$ cat src/hdl/rmsd_pkg.sv
`timescale 1ns / 1ps
// shared constants for the incremental rmsd update pipeline
// no dependencies

package rmsd_pkg;
    localparam int CoordWidthDef  = 21;
    localparam int RotFracBitsDef = 18;
    localparam int RotStride      = 20;
    localparam int RmsdWidth      = 24;
    localparam int CountWidth     = 16;
    localparam int CfgIndexWidth  = 8;
    localparam logic [RmsdWidth-1:0] RmsdMax = {RmsdWidth{1'b1}};
    localparam logic [CfgIndexWidth-1:0] CfgUnnormMode = 8'd0;
    localparam logic [CfgIndexWidth-1:0] CfgSiteCount  = 8'd1;
endpackage

$ cat src/hdl/rmsd_sqrt_pipe.sv
`timescale 1ns / 1ps
// pipelined integer floor square root, one root bit per stage
// depends on rmsd_pkg

module rmsd_sqrt_pipe
    import rmsd_pkg::*;
#(
    parameter int RTW = 29
) (
    input  logic             aclk,
    input  logic             aresetn,
    input  logic             adv,
    input  logic             in_valid,
    input  logic [2*RTW-1:0] in_rad,
    input  logic             in_neg,
    output logic             out_valid,
    output logic [RTW-1:0]   out_root,
    output logic             out_neg
);
    localparam int SQW = 2 * RTW;

    logic           v_reg    [RTW];
    logic [SQW-1:0] w_reg    [RTW];
    logic [RTW:0]   rem_reg  [RTW];
    logic [RTW-1:0] root_reg [RTW];
    logic           neg_reg  [RTW];

    genvar i;
    generate
        for (i = 0; i < RTW; i++) begin : g_stage
            logic           src_v;
            logic [SQW-1:0] src_w;
            logic [RTW:0]   src_rem;
            logic [RTW-1:0] src_root;
            logic           src_neg;
            logic [RTW+2:0] t;
            logic [RTW+2:0] trial;
            logic           ge;
            logic [RTW+2:0] diff;
            if (i == 0) begin : g_first
                assign src_v    = in_valid;
                assign src_w    = in_rad;
                assign src_rem  = '0;
                assign src_root = '0;
                assign src_neg  = in_neg;
            end else begin : g_next
                assign src_v    = v_reg[i-1];
                assign src_w    = w_reg[i-1];
                assign src_rem  = rem_reg[i-1];
                assign src_root = root_reg[i-1];
                assign src_neg  = neg_reg[i-1];
            end
            assign t     = {src_rem, src_w[SQW-1:SQW-2]};
            assign trial = {1'b0, src_root, 2'b01};
            assign ge    = t >= trial;
            assign diff  = t - trial;
            always_ff @(posedge aclk) begin
                if (!aresetn) begin
                    v_reg[i] <= 1'b0;
                end else if (adv) begin
                    v_reg[i] <= src_v;
                end
            end
            always_ff @(posedge aclk) begin
                if (adv) begin
                    w_reg[i]    <= {src_w[SQW-3:0], 2'b00};
                    rem_reg[i]  <= ge ? diff[RTW:0] : t[RTW:0];
                    root_reg[i] <= {src_root[RTW-2:0], ge};
                    neg_reg[i]  <= src_neg;
                end
            end
        end
    endgenerate

    assign out_valid = v_reg[RTW-1];
    assign out_root  = root_reg[RTW-1];
    assign out_neg   = neg_reg[RTW-1];
endmodule

$ cat config.mk
export PLATFORM = sky130hd
export DESIGN_NAME = rmsd_sqrt_pipe
export DESIGN_NICKNAME = d
export VERILOG_FILES = /design/src/hdl/rmsd_pkg.sv /design/src/hdl/rmsd_sqrt_pipe.sv
export SDC_FILE = /design/constraint.sdc
export NUM_CORES = 2
export LEC_CHECK = 0
export ABC_AREA = 1
export CORE_ASPECT_RATIO = 0.75
export CORE_UTILIZATION = 40
export CTS_BUF_LIST = sky130_fd_sc_hd__clkbuf_8
export DETAILED_ROUTE_END_ITERATION = 8
export DONT_BUFFER_PORTS = 1
export PLACE_DENSITY = 0.62
export SLEW_MARGIN = 20
export SYNTH_ARGS = -nofsm -noshare
export SYNTH_HDL_FRONTEND = slang
export SYNTH_SLANG_ARGS = --single-unit
$ cat constraint.sdc
create_clock -name aclk -period 2.16 [get_ports aclk]
set_input_delay 0.324 -clock aclk [delete_from_list [all_inputs] [get_ports aclk]]
set_output_delay 0.324 -clock aclk [all_outputs]
set_load 0.02 [all_outputs]
-- Yosys cells after proc, flatten, opt, wreduce, memory -nomap -nowiden
Memories as Yosys holds them, arrays and structs flattened.
Cells that the tools add are included.
Widths: inputs -> output; s select.
- bits in registers: 0
- RAM bits: 3393
- input port bits: 63
- output and inout port bits: 31
- word-level logic and storage cells: 155
- memories: 5
- memory list (name ; depth ; bits a word ; read ports ; clocked after Yosys merged registers in ; wr ports ; RTL line ; source):
    w_reg ; 29 ; 56 ; 28 ; 0 ; 29 ; rmsd_sqrt_pipe.sv:23 ; logic [SQW-1:0] w_reg [RTW];
    rem_reg ; 29 ; 30 ; 28 ; 0 ; 29 ; rmsd_sqrt_pipe.sv:24 ; logic [RTW:0] rem_reg [RTW];
    root_reg ; 29 ; 29 ; 29 ; 0 ; 29 ; rmsd_sqrt_pipe.sv:25 ; logic [RTW-1:0] root_reg [RTW];
    neg_reg ; 29 ; 1 ; 29 ; 0 ; 29 ; rmsd_sqrt_pipe.sv:26 ; logic neg_reg [RTW];
    v_reg ; 29 ; 1 ; 29 ; 0 ; 29 ; rmsd_sqrt_pipe.sv:22 ; logic v_reg [RTW];
- add/sub/neg operators: 29
- $lt $le $gt $ge: 29
- mux-type cells: 63
- bitwise gates (word level): 29
- operator list (cell ; count):
    $ge 32x31->1 ; 28
    $mux 30 ; 29
    $sub 30x30->30 ; 28
    $mux 1 ; 34
    $or 1x1->1 ; 29
    $sub 2x1->3 const B ; 1
    $ge 2x1->1 const B ; 1

-- Logic depth before layout (Yosys ltp)
- word-level depth: 4
- mapped depth: 17

-- Least setup slack after synthesis
Ideal clock, no wire load.
- kind: register to register
- start: memory rem_reg[1][103] in the netlist's numbering
- end: memory rem_reg[1][141] in the netlist's numbering, data pin
- library setup time: 0.253 ns
- arrival: 1.815 ns
- setup slack: 0.092 ns
- stages on the path, launching flop included: 12
- clock period less this slack: 2.068 ns
- cell sequence: edfxtp_1 ha_1 nand2_2 inv_1 a21oi_1 nand2_1 a21oi_1 nand3_2 buf_6 buf_6 nand3_1 nand2_1
- RTL lines (item ; RTL line):
    start: declaration ; rmsd_sqrt_pipe.sv:24

==> results.cfg <==
[status]
status = complete, but fails checks
violations = setup timing

[placement]
gp_congestion = 0.966
port_buffers = 0
dp_hpwl_um = 246000

[critical_path]
crit_path_top_delay_cell = edfxtp_1
cpLargestDelayFamily = buffers and inverters
crit_top_cell = a21oi_2
cp.arrival_ps = 3040
cp_cell_sequence = inv_1, nand2_1, nor3_2, nand3_1, a21oi_2, nand4_1, buf_6, inv_8, buf_16, a21oi_2, buf_4
cp_slowest_stage_delay_ps = 530
worst-path-max-fanout = 6
crit_path_start_kind = register
critPathKind = reg -> reg
rr_worst_depth = 11
path_buf_inv = 5
crit_cells = 11
crit_required_ps = 2840
endpoint_kind = register

[yosys]
yosysWarnings = 0
synth_seq_area_share_pct = 55.8
ys_ff_latch = 2103
synth_cell_types = 58
syn-cell-area_sq_um = 113000
postSynthNetCount = 13300
syn_inst = 12700
synth_area_per_cell_sq_um = 8.89

[cts]
cts.sinks = 2103
ctsHtreeMaxLevel = 5
clock_latency_ps = 1020
clockBufferDepth = 4
clk_pin_slew_ps = 60
cts_tree = built
cts_buffers = 346
cts-root-buf = clkbuf_8

[global_routing]
antenna_found_initial = 7
grt_pass1_vias = 88100
overflow = 0
grt_use_total_pct = 22.3
grt_pass1_wl_um = 501000
grt_max_degree = 97

[power]
pwr-share-comb_pct = 33.2
p_per_area_nw_per_um2 = 813
p_leak_nw = 73.4
seq_power_share_pct = 41.0
p_int_w = 0.0875
p_switching_w = 0.0440
vdd_drop_max_v = 0.000634
p_sw_share_pct = 33.4
clockPowerShare_pct = 25.8
total_power_w = 0.131

[drt]
route.detailed.drc = 0
ant_nets = 0
vias_per_cell = 4.90
wl_per_cell_um = 17.6
via_count = 97400
firstDrtPassIters = 6
routed_wl_um = 349000
drtIter0Drc = 9224

[die]
boundaryPins = 94
die-area_sq_um = 285000
die_h_um = 463
die_w_um = 616
core_area_sq_um = 280000
num_rows = 168
start_util_pct = 40.3

[timing]
relSlewSlack_pct = 60.5
layout_worst_path_cycle_share_pct = 109
setup_violations = 331
hold_viol = 0
tightest_slew_ps = 594
timing.hold.ws_ps = 173
finalMaxSlewViolations = 0
fin_ws_ps = -197
fmax_mhz = 424
clock_skew_ps = 101
setup_tns_ps = -20670
finalCriticalPeriod_ps = 2360
rsz0062_at_grt = yes

[min_path]
min_path_cells = 3
hold_path.class = in -> reg

[cells_and_area]
final_common_cell = nand2_1
syn_to_final_growth_pct = 42.9
largest_register_ffs = 812
final_cell_mix = nand2_1 (3174), buf_4 (2490), edfxtp_1 (2102), inv_1 (2071), nand2_2 (771)
fillers = 23700
final_core_util_pct = 57.7
finalNetCount = 16400
layout-drive-gt1-share_pct = 36.8

[job]
cap_violations = 0
## worst paths after layout
path | from | endpoint | slack, ps
setup reg to reg | rem_reg[1][144]$_DFFE_PP_ | rem_reg[1][177]$_DFFE_PP_ | -200
hold reg to reg | w_reg[0][444]$_DFFE_PP_ | w_reg[0][502]$_DFFE_PP_ | 360
hold / removal | in_rad[56] | rem_reg[0][1]$_DFFE_PP_ | 170
setup / recovery | rem_reg[1][144]$_DFFE_PP_ | rem_reg[1][177]$_DFFE_PP_ | -200
## what timing repair did
action,4_1_cts,5_1_grt
pin swaps,213,846
hold endpoints to repair,135,0
setup endpoints to repair,665,785
buffers inserted,215,447
hold buffers,121,0
gates resized for setup,841,2675
cloned,25,40
## worst min-delay path, delay by kind of cell
| family | cells | cell delay, ps |
|---|---|---|
| buffers and inverters | 2 | 640 |
| AND/OR/NAND/NOR | 1 | 70 |
## stage by stage
| step | setup slack, ps | instances | area [sq um] |
|---|---|---|---|
| after floorplan | 91.9 | 12700 | 113000 |
| after global placement | -457 | 18500 | 134000 |
| after detailed placement | -441 | 18500 | 134000 |
| after CTS | -105 | 19400 | 148000 |
| after global routing | -268 | 19900 | 162000 |
| final | -197 | 19900 | 162000 |
## power by group through the flow
stage	clock network [W]	registers, W	logic [W]
detailed placement	0	0.0541	0.0324
floorplan	0	0.0527	0.0175
global route	0.0366	0.0543	0.0473
finish	0.0339	0.0539	0.0436
global placement	0	0.0541	0.0323
CTS	0.0349	0.0536	0.0355
## kinds of logic (layout without fill, tap and decap cells)
logic type,Yosys count,in the layout,share of synthesized area [%]
simple gates,6576,6577,24.1
buf+inv,2370,5770,8.26
flops,2103,2103,55.8
compound gates,885,885,4.18
fa+ha+maj,466,466,5.15
xor+xnor,325,325,2.52
other cells,1,2,0.00332
## cells in the mapped netlist (all sizes together)
cell,instances,area [sq um]
or3,3,18.8
nand2,4254,16000
nand3,745,3800
o21a,10,75.1
a21boi,7,52.6
o31ai,1,7.51
nand4,168,1080
nand3b,81,608
a211oi,3,22.5
clkinv,3,16.3
inv,2260,8490
dfxtp,1,20.0
edfxtp,2102,63100
xnor2,103,902
conb,1,3.75
a31oi,2,12.5
nor2b,1,6.26
a21oi,517,2660
o21bai,19,143
or2,42,263
nor2,1030,3970
o211ai,5,37.5
nor4,24,150
ha,466,5830
xor2,222,1940
o2111ai,1,8.76
nor3,167,907
clkbuf,3,11.3
nand2b,3,18.8
and2,40,253
a21o,9,67.6
and3,11,68.8
nor3b,7,52.6
buf,104,821
o21ai,311,1650
## cell type report
| cell class | count | area [sq um] | share of cell area [%] |
|---|---|---|---|
| sequential | 2103 | 63100 | 39.1 |
| multi-input combinational | 8254 | 54000 | 33.4 |
| timing repair buffer | 2900 | 24700 | 15.3 |
| inverter | 2263 | 8670 | 5.36 |
| clock buffer | 350 | 4820 | 2.98 |
| tap | 3740 | 4680 | 2.89 |
| clock inverter | 253 | 1640 | 1.01 |
| timing repair inverter | 4 | 47.5 | 0.0294 |
| antenna | 1 | 2.50 | 0.00155 |
## routing by layer
layer	vias up	global-route usage [%]	share of wire [%]
met5	-	0	0.036
met4	10	4.58	1.9
met3	517	4.28	8.6
met2	3523	31.3	42
met1	45700	35.4	48
li1	47600	-	-
Power figures use the tool's default switching activity.
